$ cat config.mk
export PLATFORM = sky130hd
export DESIGN_NAME = daily_min_max_temperature_recorder
export DESIGN_NICKNAME = d
export VERILOG_FILES = /design/src/rtl/dmmtr_pkg.sv /design/src/rtl/dmmtr_cfg.sv /design/src/rtl/dmmtr_calib.sv /design/src/rtl/dmmtr_track.sv /design/src/rtl/daily_min_max_temperature_recorder.sv
export SDC_FILE = /design/constraint.sdc
export NUM_CORES = 1
export LEC_CHECK = 0
export CAP_MARGIN = 10
export CORE_ASPECT_RATIO = 2
export CORE_UTILIZATION = 45
export DETAILED_ROUTE_END_ITERATION = 8
export DONT_BUFFER_PORTS = 1
export PLACE_DENSITY_LB_ADDON = 0.1
export SLEW_MARGIN = 5
export SYNTH_ARGS = -nofsm -noshare
export SYNTH_HDL_FRONTEND = slang
export SYNTH_HIERARCHICAL = 1
export SYNTH_SLANG_ARGS = --single-unit
$ cat constraint.sdc
create_clock -name i_clk -period 16.6 [get_ports i_clk]
set_input_delay 3.32 -clock i_clk [delete_from_list [all_inputs] [get_ports i_clk]]
set_output_delay 3.32 -clock i_clk [all_outputs]
set_load 0.05 [all_outputs]
$ cat src/rtl/dmmtr_pkg.sv
`timescale 1ns / 1ps
// ----------------------------------------------------------------------------
// dmmtr_pkg: shared types and constants
// Widths, reset values, register indexes and the configuration bundle for the
// daily minimum/maximum temperature recorder.
// ----------------------------------------------------------------------------
package dmmtr_pkg;

    localparam int READING_WIDTH = 16;
    localparam int MINUTE_WIDTH  = 11;
    localparam int CFG_IDX_WIDTH = 4;
    localparam int CFG_DATA_WIDTH = READING_WIDTH;

    typedef logic signed [READING_WIDTH-1:0] t_reading;
    typedef logic        [MINUTE_WIDTH-1:0]  t_minute;
    typedef logic        [CFG_IDX_WIDTH-1:0] t_cfg_idx;

    // stamp meaning "no time recorded"
    localparam t_minute NO_TIME = MINUTE_WIDTH'(1440);

    // register indexes
    localparam t_cfg_idx REG_CAL_OFFSET = CFG_IDX_WIDTH'(0);
    localparam t_cfg_idx REG_MIN_VALID  = CFG_IDX_WIDTH'(1);
    localparam t_cfg_idx REG_MAX_VALID  = CFG_IDX_WIDTH'(2);
    localparam t_cfg_idx REG_LOW_MARK   = CFG_IDX_WIDTH'(3);
    localparam t_cfg_idx REG_HIGH_MARK  = CFG_IDX_WIDTH'(4);
    localparam t_cfg_idx REG_INVAL_MARK = CFG_IDX_WIDTH'(5);
    localparam t_cfg_idx REG_MIN_CHANGE = CFG_IDX_WIDTH'(6);
    localparam t_cfg_idx REG_MAX_CHANGE = CFG_IDX_WIDTH'(7);

    // register reset values
    localparam t_reading RST_CAL_OFFSET = READING_WIDTH'(0);
    localparam t_reading RST_MIN_VALID  = READING_WIDTH'(-32766);
    localparam t_reading RST_MAX_VALID  = READING_WIDTH'(32766);
    localparam t_reading RST_LOW_MARK   = READING_WIDTH'(-32767);
    localparam t_reading RST_HIGH_MARK  = READING_WIDTH'(32767);
    localparam t_reading RST_INVAL_MARK = READING_WIDTH'(-32768);
    localparam t_minute  RST_MIN_CHANGE = MINUTE_WIDTH'(540);
    localparam t_minute  RST_MAX_CHANGE = MINUTE_WIDTH'(900);

    typedef struct packed {
        t_reading cal_offset;
        t_reading min_valid;
        t_reading max_valid;
        t_reading low_mark;
        t_reading high_mark;
        t_reading inval_mark;
        t_minute  min_change;
        t_minute  max_change;
    } t_cfg;

endpackage

$ cat src/rtl/dmmtr_cfg.sv
`timescale 1ns / 1ps
// ----------------------------------------------------------------------------
// dmmtr_cfg: configuration register bank
// Eight write-only registers; writes to unused indexes are dropped.
// ----------------------------------------------------------------------------
module dmmtr_cfg
    import dmmtr_pkg::*;
(
    input  logic                      i_clk,
    input  logic                      i_rst_n,
    input  logic                      i_cfg_we,
    input  t_cfg_idx                  i_cfg_index,
    input  logic [CFG_DATA_WIDTH-1:0] i_cfg_data,
    output t_cfg                      o_cfg
);

    t_cfg r_cfg;

    always_ff @(posedge i_clk) begin
        if (!i_rst_n) begin
            r_cfg.cal_offset <= RST_CAL_OFFSET;
            r_cfg.min_valid  <= RST_MIN_VALID;
            r_cfg.max_valid  <= RST_MAX_VALID;
            r_cfg.low_mark   <= RST_LOW_MARK;
            r_cfg.high_mark  <= RST_HIGH_MARK;
            r_cfg.inval_mark <= RST_INVAL_MARK;
            r_cfg.min_change <= RST_MIN_CHANGE;
            r_cfg.max_change <= RST_MAX_CHANGE;
        end else if (i_cfg_we) begin
            unique case (i_cfg_index)
                REG_CAL_OFFSET: r_cfg.cal_offset <= i_cfg_data[READING_WIDTH-1:0];
                REG_MIN_VALID:  r_cfg.min_valid  <= i_cfg_data[READING_WIDTH-1:0];
                REG_MAX_VALID:  r_cfg.max_valid  <= i_cfg_data[READING_WIDTH-1:0];
                REG_LOW_MARK:   r_cfg.low_mark   <= i_cfg_data[READING_WIDTH-1:0];
                REG_HIGH_MARK:  r_cfg.high_mark  <= i_cfg_data[READING_WIDTH-1:0];
                REG_INVAL_MARK: r_cfg.inval_mark <= i_cfg_data[READING_WIDTH-1:0];
                REG_MIN_CHANGE: r_cfg.min_change <= i_cfg_data[MINUTE_WIDTH-1:0];
                REG_MAX_CHANGE: r_cfg.max_change <= i_cfg_data[MINUTE_WIDTH-1:0];
                default: ;
            endcase
        end
    end

    assign o_cfg = r_cfg;

endmodule

$ cat src/rtl/dmmtr_calib.sv
`timescale 1ns / 1ps
// ----------------------------------------------------------------------------
// dmmtr_calib: offset and clamp
// Low and high markers pass through; others get the offset in a one-bit-wider
// sum, then saturate to the low or high marker against the valid window.
// ----------------------------------------------------------------------------
module dmmtr_calib
    import dmmtr_pkg::*;
(
    input  t_reading i_raw,
    input  t_cfg     i_cfg,
    output t_reading o_value
);

    logic signed [READING_WIDTH:0] w_sum;
    logic signed [READING_WIDTH:0] w_lo;
    logic signed [READING_WIDTH:0] w_hi;

    // window bounds lie inside the reading range, so the sum needs no extra check
    assign w_sum = {i_raw[READING_WIDTH-1], i_raw}
                 + {i_cfg.cal_offset[READING_WIDTH-1], i_cfg.cal_offset};
    assign w_lo  = {i_cfg.min_valid[READING_WIDTH-1], i_cfg.min_valid};
    assign w_hi  = {i_cfg.max_valid[READING_WIDTH-1], i_cfg.max_valid};

    always_comb begin
        if (i_raw == i_cfg.low_mark || i_raw == i_cfg.high_mark) begin
            o_value = i_raw;
        end else if (w_sum < w_lo) begin
            o_value = i_cfg.low_mark;
        end else if (w_sum > w_hi) begin
            o_value = i_cfg.high_mark;
        end else begin
            o_value = w_sum[READING_WIDTH-1:0];
        end
    end

endmodule

$ cat src/rtl/dmmtr_track.sv
`timescale 1ns / 1ps
// ----------------------------------------------------------------------------
// dmmtr_track: one extreme record (today and yesterday)
// Rolls today into yesterday on the first beat of the changeover minute,
// then replaces today when empty or beaten.
// ----------------------------------------------------------------------------
module dmmtr_track
    import dmmtr_pkg::*;
(
    input  logic     i_clk,
    input  logic     i_rst_n,
    input  logic     i_en,
    input  logic     i_lowest,
    input  logic     i_new_minute,
    input  t_minute  i_change,
    input  t_minute  i_now,
    input  t_reading i_value,
    input  t_reading i_inval_mark,
    output t_reading o_today,
    output t_minute  o_today_time,
    output t_reading o_yday,
    output t_minute  o_yday_time
);

    t_reading r_today, n_today;
    t_minute  r_today_t, n_today_t;
    t_reading r_yday, n_yday;
    t_minute  r_yday_t, n_yday_t;

    logic     w_shift;
    logic     w_beats;
    t_reading w_cur;
    t_minute  w_cur_t;

    assign w_shift = (i_now == i_change) && i_new_minute;

    always_comb begin
        w_cur   = w_shift ? i_inval_mark : r_today;
        w_cur_t = w_shift ? NO_TIME : r_today_t;
        n_yday   = w_shift ? r_today : r_yday;
        n_yday_t = w_shift ? r_today_t : r_yday_t;
        w_beats  = i_lowest ? (i_value < w_cur) : (i_value > w_cur);
        if (w_cur == i_inval_mark || w_beats) begin
            n_today   = i_value;
            n_today_t = i_now;
        end else begin
            n_today   = w_cur;
            n_today_t = w_cur_t;
        end
    end

    always_ff @(posedge i_clk) begin
        if (!i_rst_n) begin
            r_today   <= RST_INVAL_MARK;
            r_today_t <= NO_TIME;
            r_yday    <= RST_INVAL_MARK;
            r_yday_t  <= NO_TIME;
        end else if (i_en) begin
            r_today   <= n_today;
            r_today_t <= n_today_t;
            r_yday    <= n_yday;
            r_yday_t  <= n_yday_t;
        end
    end

    assign o_today      = r_today;
    assign o_today_time = r_today_t;
    assign o_yday       = r_yday;
    assign o_yday_time  = r_yday_t;

endmodule

$ cat src/rtl/daily_min_max_temperature_recorder.sv
`timescale 1ns / 1ps
// Path: an accepted input beat reaches its result beat through the input register,
//   then calibrate + record update into the result register.
// Throughput: one beat per cycle while the result channel is not stalled.
// Reset: synchronous, active low; registers return to defaults, all records
//   empty (invalid marker, time 1440), no previous minute.
// ----------------------------------------------------------------------------
// daily_min_max_temperature_recorder: top level
// Calibrates each sensor reading and keeps today's and yesterday's minimum
// and maximum with their minutes of day.
// ----------------------------------------------------------------------------
module daily_min_max_temperature_recorder
    import dmmtr_pkg::*;
(
    input  logic                      i_clk,
    input  logic                      i_rst_n,
    // configuration
    input  logic                      i_cfg_we,
    input  t_cfg_idx                  i_cfg_index,
    input  logic [CFG_DATA_WIDTH-1:0] i_cfg_data,
    // input channel
    input  logic                      i_in_valid,
    output logic                      o_in_stall,
    input  t_reading                  i_raw_reading,
    input  t_minute                   i_time_of_day,
    // result channel
    output logic                      o_out_valid,
    input  logic                      i_out_stall,
    output t_reading                  o_calibrated_reading,
    output t_reading                  o_max_today,
    output t_minute                   o_max_today_time,
    output t_reading                  o_min_today,
    output t_minute                   o_min_today_time,
    output t_reading                  o_max_yesterday,
    output t_minute                   o_max_yesterday_time,
    output t_reading                  o_min_yesterday,
    output t_minute                   o_min_yesterday_time
);

    t_cfg     w_cfg;

    // input register
    logic     r_s1_valid;
    t_reading r_s1_raw;
    t_minute  r_s1_time;

    // result register; the record registers inside the trackers form the
    // rest of the result and only change when a new beat is loaded here
    logic     r_out_valid;
    t_reading r_cal;
    t_minute  r_prev_min;

    logic     w_in_acc;
    logic     w_out_acc;
    logic     w_adv;
    logic     w_new_minute;
    t_reading w_cal;

    dmmtr_cfg u_cfg (
        .i_clk       (i_clk),
        .i_rst_n     (i_rst_n),
        .i_cfg_we    (i_cfg_we),
        .i_cfg_index (i_cfg_index),
        .i_cfg_data  (i_cfg_data),
        .o_cfg       (w_cfg)
    );

    // the input stage moves on when the result register is empty or draining
    assign w_adv      = r_s1_valid & (~r_out_valid | ~i_out_stall);
    assign o_in_stall = r_s1_valid & ~w_adv;
    assign w_in_acc   = i_in_valid & ~o_in_stall;
    assign w_out_acc  = r_out_valid & ~i_out_stall;

    always_ff @(posedge i_clk) begin
        if (!i_rst_n) begin
            r_s1_valid <= 1'b0;
        end else if (w_in_acc) begin
            r_s1_valid <= 1'b1;
        end else if (w_adv) begin
            r_s1_valid <= 1'b0;
        end
    end

    always_ff @(posedge i_clk) begin
        if (w_in_acc) begin
            r_s1_raw  <= i_raw_reading;
            r_s1_time <= i_time_of_day;
        end
    end

    dmmtr_calib u_calib (
        .i_raw   (r_s1_raw),
        .i_cfg   (w_cfg),
        .o_value (w_cal)
    );

    // a changeover fires only on the first beat that arrives in its minute
    assign w_new_minute = (r_s1_time != r_prev_min);

    dmmtr_track u_min (
        .i_clk        (i_clk),
        .i_rst_n      (i_rst_n),
        .i_en         (w_adv),
        .i_lowest     (1'b1),
        .i_new_minute (w_new_minute),
        .i_change     (w_cfg.min_change),
        .i_now        (r_s1_time),
        .i_value      (w_cal),
        .i_inval_mark (w_cfg.inval_mark),
        .o_today      (o_min_today),
        .o_today_time (o_min_today_time),
        .o_yday       (o_min_yesterday),
        .o_yday_time  (o_min_yesterday_time)
    );

    dmmtr_track u_max (
        .i_clk        (i_clk),
        .i_rst_n      (i_rst_n),
        .i_en         (w_adv),
        .i_lowest     (1'b0),
        .i_new_minute (w_new_minute),
        .i_change     (w_cfg.max_change),
        .i_now        (r_s1_time),
        .i_value      (w_cal),
        .i_inval_mark (w_cfg.inval_mark),
        .o_today      (o_max_today),
        .o_today_time (o_max_today_time),
        .o_yday       (o_max_yesterday),
        .o_yday_time  (o_max_yesterday_time)
    );

    always_ff @(posedge i_clk) begin
        if (!i_rst_n) begin
            r_out_valid <= 1'b0;
            r_prev_min  <= NO_TIME;
        end else begin
            if (w_adv) begin
                r_out_valid <= 1'b1;
                r_prev_min  <= r_s1_time;
            end else if (w_out_acc) begin
                r_out_valid <= 1'b0;
            end
        end
    end

    always_ff @(posedge i_clk) begin
        if (w_adv) begin
            r_cal <= w_cal;
        end
    end

    assign o_out_valid          = r_out_valid;
    assign o_calibrated_reading = r_cal;

endmodule
Word level (Yosys, flattened, before mapping)
Index checks and enable logic that the tools add are counted.
{"block": "word_totals", "elab_cells": 87, "input_bits": 52, "register_bits": 282}
{"block": "op_classes", "mux": 15, "add_sub_neg": 1, "reduce_logical": 22, "n_lt_le_gt_ge": 4, "eq_ne": 14, "n_bitwise": 9}
{"operator": "two-way mux 16 bit", "n": 7}
{"operator": "== test 16 bit", "n": 4}
{"operator": "two-way mux 11 bit", "n": 4}
{"operator": "AND reduction 2 bit", "n": 12}
{"operator": "== test 11 bit", "n": 2}
{"operator": "adder 16 x 16 -> 17 bit", "n": 1}
{"operator": "greater-than comparator 17 x 16 -> 1 bit", "n": 1}
{"operator": "less-than comparator 17 x 16 -> 1 bit", "n": 1}
{"operator": "== test 4 x 3 -> 1 bit, second input constant", "n": 4}
{"operator": "greater-than comparator 16 bit", "n": 1}
{"operator": "less-than comparator 16 bit", "n": 1}
{"operator": "!= test 11 bit", "n": 1}
{"operator": "== test 4 x 2 -> 1 bit, second input constant", "n": 2}
{"operator": "nonzero test 2 bit", "n": 4}
{"operator": "AND 1 bit", "n": 4}
{"operator": "== test 4 x 1 -> 1 bit, second input constant", "n": 1}
{"operator": "zero test 4 bit", "n": 1}
{"operator": "two-way mux 1 bit", "n": 4}
{"operator": "NOT 1 bit", "n": 4}
{"operator": "logical OR 1 bit", "n": 3}
{"operator": "logical AND 1 bit", "n": 2}
{"operator": "OR 1 bit", "n": 1}

Longest topological paths before layout
{"block": "depth", "depth_word": 9, "mapped_depth": 31}

By module
The synthesis kept the hierarchy.
{"module": "dmmtr_track", "cells_per_inst": 360, "area_per_inst_um2": 3148.0, "seq_area_each_um2": 1081.0, "n_inst": 2}
{"module": "dmmtr_cfg", "cells_per_inst": 454, "area_per_inst_um2": 4566.9, "seq_area_each_um2": 2362.3, "n_inst": 1}
{"module": "dmmtr_calib", "cells_per_inst": 353, "area_per_inst_um2": 2526.2, "seq_area_each_um2": 0.0, "n_inst": 1}
{"module": "daily_min_max_temperature_recorder", "cells_per_inst": 116, "area_per_inst_um2": 1926.8, "seq_area_each_um2": 1551.5, "n_inst": 1}

Least setup slack after synthesis
No wires, ideal clock.
{"block": "synth_timing", "path_kind": "input-to-output", "startpoint": "in i_out_stall", "endpoint": "out o_in_stall", "arrival_time_ns": 3.801, "setup_slack_ns": 9.479, "stages": 1, "path_buffers": 0, "required_time_ns": 13.280, "cell_sequence": "and3_1"}
{"block": "synth_via", "elab_chain_cells": 5}
{"element": "start, declared", "line_no": "daily_min_max_temperature_recorder.sv:28", "text": "input logic i_out_stall,"}
{"element": "NOT 1 bit", "line_no": "daily_min_max_temperature_recorder.sv:69", "text": "assign w_adv = r_s1_valid & (~r_out_valid | ~i_out_stall);"}
{"element": "OR 1 bit", "line_no": "daily_min_max_temperature_recorder.sv:69"}
{"element": "AND 1 bit", "line_no": "daily_min_max_temperature_recorder.sv:69"}
{"element": "NOT 1 bit", "line_no": "daily_min_max_temperature_recorder.sv:70", "text": "assign o_in_stall = r_s1_valid & ~w_adv;"}
{"element": "AND 1 bit", "line_no": "daily_min_max_temperature_recorder.sv:70"}
{"element": "end, declared", "line_no": "daily_min_max_temperature_recorder.sv:23", "text": "output logic o_in_stall,"}
Every way passes these cells.

Worst setup path after layout
{"block": "layout_timing", "startpoint": "reg r_s1_raw[0]", "endpoint": "reg u_max.r_today_t[1] (netlist: u_max/o_today_time[1])"}
{"block": "layout_via", "elab_chain_cells": 9}
{"element": "start, declared", "line_no": "daily_min_max_temperature_recorder.sv:44", "text": "t_reading r_s1_raw;"}
{"element": "start signal, assigned", "line_no": "daily_min_max_temperature_recorder.sv:86", "text": "r_s1_raw <= i_raw_reading;"}
{"element": "adder 16 x 16 -> 17 bit", "line_no": "dmmtr_calib.sv:21", "text": "+ {i_cfg.cal_offset[READING_WIDTH-1], i_cfg.cal_offset};"}
{"element": "greater-than comparator 17 x 16 -> 1 bit", "line_no": "dmmtr_calib.sv:30", "text": "end else if (w_sum > w_hi) begin"}
{"element": "two-way mux 16 bit", "line_no": "dmmtr_calib.sv:30"}
{"element": "two-way mux 16 bit", "line_no": "dmmtr_calib.sv:28", "text": "end else if (w_sum < w_lo) begin"}
{"element": "two-way mux 16 bit *", "line_no": "dmmtr_calib.sv:26", "text": "if (i_raw == i_cfg.low_mark || i_raw == i_cfg.high_mark) begin"}
{"element": "via w_cal[12]", "line_no": "daily_min_max_temperature_recorder.sv:57", "text": "t_reading w_cal;"}
{"element": "greater-than comparator 16 bit *", "line_no": "dmmtr_track.sv:42", "text": "w_beats = i_lowest ? (i_value < w_cur) : (i_value > w_cur);"}
{"element": "logical OR 1 bit *", "line_no": "dmmtr_track.sv:43", "text": "if (w_cur == i_inval_mark || w_beats) begin"}
{"element": "nonzero test 2 bit (no source line)"}
{"element": "AND reduction 2 bit (no source line)"}
{"element": "end signal, assigned", "line_no": "dmmtr_track.sv:60", "text": "r_today_t <= n_today_t;"}
{"element": "end, declared", "line_no": "dmmtr_track.sv:26", "text": "t_minute r_today_t, n_today_t;"}
The timed path passes the listed nets; every way through them passes the cells marked *.
A chain may end at the register's enable or synchronous reset.

==> reports/summary.txt <==
DP Cell Count: 2,023
DR vias: 11.70k
CTS tree: done
setup slack, reg-to-reg: 8.56 ns
worst ir drop on vdd: 77.04 µV
Yosys warnings: 6
floorplan row count: 95
GRT overflow: 0
DR iter-0 viols: 646
initial core utilization: 45.69%
CTS resizes: 0
internal power: 1.243 mW
global-route wire length before repair: 74.11 mm
clock share of power: 37.8%
# Post-CTS Setup Buffers: 0
GRT Total Usage: 28.92%
largest net degree at the start of global routing: 324
CP endpoint kind: flip-flop
final hold viol count: 0
crit-path max FO: 26
clock buffer depth: 3
total of max-cap violations: 0
Finish-stage setup viols: 0
Clk Latency, worst-skew pair: 0.56 ns
Switching Share: 31.94%
vias in the first global route: 11.50k
non-filler cells, final: 2,074
DP Wirelength: 37.83 mm
Synth Flop Type: dfxtp_1
TritonRoute pass-1 iters: 5
synthesis-to-finish area growth: 8.031%
RSZ-0062 raised after global routing: no
Hold EP: u_cfg/o_cfg[93]
top cells by area, synth: dfxtp_1, mux2i_1, nand2_1, edfxtp_1, ha_1
H-Tree Depth: 1
slew at the pin closest to its max-slew limit: 1.177 ns
Hold Startpoint: u_cfg/o_cfg[93]
final wirelength: 50.91 mm
r2r endpoint: u_max/o_today_time[1]
net count reported at finish: 1,746
Die ar.: 34,820 µm²
Fmax: 124.4 MHz
vias per inst: 5.641
drt wl/cell: 24.55 µm
area share of the largest cell type after synthesis: 31.24%
DR DRC count: 0
post-synthesis cell count: 1,643
count of final max-slew check failures: 0
EDFF count, synth: 43
Netlist cell types: 80
layout cells sized above 1: 7.824%
CTS Buf Count: 27
CTS root buffer: clkbuf_16
initial antenna violation count: 2
CTS Sinks: 282
hold_buf cts: 0
status: finished, final reports clean
post-synthesis sequential area ratio: 39.67%
PortBufs: 0
GPL Wtd Cong: 1.006
syn_area_per_cell: 9.322 µm²
Pwr Density: 110.3 nW/µm²
I/O Pins: 178
P_sw: 0.5831 mW
Reg2Reg Depth: 25
crit path kind: reg2reg
Final ANT Viol Nets: 0
fin crit share: 48.43%
ys async rst share: 0%
Combinational Power Share: 16.3%
Die X: 132.5 µm
Fillers: 3,217
Synth area leader: dfxtp_1
Pleak: 6.534 nW
setup TNS: 0 ns
max_slew headroom: 21.56%
Std-Cell Core Area: 33,520 µm²
Req. time, crit path: 17.09 ns
WHS Path Cells: 2
Critical Path Start Type: flip-flop
WP data arrival: 8.53 ns
Tightest Hold Check Type: reg2reg
Post-Syn Area: 15,320 µm²
worst clock skew: 0.01887 ns
Final min period: 8.039 ns
worst r2r src: r_s1_raw[0]
flop and latch count out of synthesis: 282
sequential share of power: 45.9%
clk slew on worst S/H paths: 0.07 ns
Die Ht: 262.9 µm
cell families after synthesis:
group / share of synthesized area, %
adder cells (fa/ha/maj): 6.421
flip-flops: 39.67
AO/OA/AOI/OAI: 10.99
buffers and inverters: 4.452
multiplexers: 11.97
other: 0.04903
XOR/XNOR: 6.977
AND/OR/NAND/NOR: 19.48
per-stage QoR:
stage | cell area [µm²] | hold WS, ns | setup WS (ns) | util (%) | power (mW)
finish | 16550 | 0.4607 | 8.561 | 49.36 | 1.826
detailed placement | 15550 | 0.4461 | 8.760 | 46.39 | 1.147
global placement | 15550 | 0.4424 | 8.826 | 46.39 | 1.144
floorplan | 15320 | 0.4347 | 9.479 | - | 1.054
CTS | 16540 | 0.4613 | 8.658 | 49.35 | 1.838
global route | 16550 | 0.4682 | 8.146 | 49.36 | 1.892
flip-flops by register name, summed over array words and instances (netlist names), 16 cells and up:
| name | flops |
|---|---|
| u_cfg/o_cfg | 118 |
| o_calibrated_reading | 16 |
| r_s1_raw | 16 |
| u_max/o_today | 16 |
| u_max/o_yday | 16 |
| u_min/o_today | 16 |
| u_min/o_yday | 16 |
critical path, cell delays in order, from the launching register on:
cell and delay [ns]:
edfxtp_1 0.42, ha_1 0.22, inv_1 0.06, fa_1 0.39, nor2b_1 0.17, o31a_1 0.21, o211ai_1 0.15, a31oi_1 0.30
xor2_1 0.43, ha_1 0.34, a21o_1 0.21, a2111oi_2 0.33, a21boi_2 0.24, o211ai_2 0.23, nand2_2 0.28, mux2i_1 0.15
o221ai_1 0.93, ha_1 0.38, nand2_1 0.10, o21ai_0 0.13, a221oi_1 0.36, o311a_1 0.26, nor3_1 0.07, o41a_1 0.45
a21oi_4 0.88, mux2i_1 0.27
Yosys cell counts, drive strengths merged (4+ instances only):
| cell type | instances |
|---|---|
| a22o | 6 |
| o211a | 4 |
| clkbuf | 35 |
| o21ai | 25 |
| mux2i | 182 |
| xor2 | 47 |
| nor2 | 31 |
| o31ai | 6 |
| and3 | 15 |
| xnor2 | 63 |
| o21a | 11 |
| a211oi | 10 |
| nand2 | 363 |
| and2 | 5 |
| nor3 | 13 |
| edfxtp | 43 |
| a21boi | 55 |
| nand3 | 41 |
| dfxtp | 239 |
| or3 | 5 |
| a21oi | 64 |
| nand2b | 28 |
| nor2b | 64 |
| buf | 43 |
| nand4 | 25 |
| o211ai | 9 |
| inv | 45 |
| nor4 | 16 |
| ha | 77 |
| a21o | 16 |
layer usage:
layer  share of wire (%)  global-route usage, %
met1                  34                  27.25
met2                  52                  53.19
met3                 3.9                  3.839
met4                  11                  26.90
met5                   0                      0
worst max path at each step:
stage                startpoint  slack, ns                     to
floorplan           i_out_stall       9.48             o_in_stall
global placement    r_s1_raw[0]       8.83  u_max/o_today_time[6]
detailed placement  r_s1_raw[0]       8.76      u_max/o_today[14]
CTS                 r_s1_raw[0]       8.66  u_max/o_today_time[1]
global route        r_s1_raw[0]       8.15  u_max/o_today_time[7]
finish              r_s1_raw[0]       8.56  u_max/o_today_time[1]
placed cells by master (no fill, tap or decap), types with 5 or more instances in the layout:
master	count
xnor2_2	14
xnor2_1	49
dfxtp_1	239
ha_1	77
nor3_1	11
o211ai_1	8
o21a_1	11
buf_4	20
nand3_1	41
nor2b_1	62
nand2_1	358
a21oi_1	62
a211oi_1	10
inv_1	45
o21ai_0	24
nor2_1	28
a21boi_2	6
a22o_1	6
edfxtp_1	43
nand2_2	5
o31ai_1	5
nand2b_1	28
a21o_1	16
nor4_1	16
xor2_1	47
a21boi_0	47
and3_2	5
clkbuf_16	30
and3_1	10
clkinvlp_4	5
nand4_1	19
mux2i_1	182
cell type report:
class	instances	area (µm²)	share of cell area (%)
diodes	2	5.005	0.03025
clock buffers	32	768.2	4.643
clock inverters	17	224.0	1.354
inverters	46	173.9	1.051
multi-input cells	1239	8603	52.00
flip-flops and latches	282	6076	36.72
well taps	436	545.5	3.297
repair buffers	20	150.1	0.9074
power by group through the flow:
stage               sequential, mW  combinational (mW)  clock, mW
global placement             0.854               0.290          0
global route                 0.842               0.321      0.729
floorplan                    0.834               0.220          0
detailed placement           0.855               0.293          0
CTS                          0.839               0.294      0.704
finish                       0.839               0.297      0.690
(Power assumes the default switching activity.)
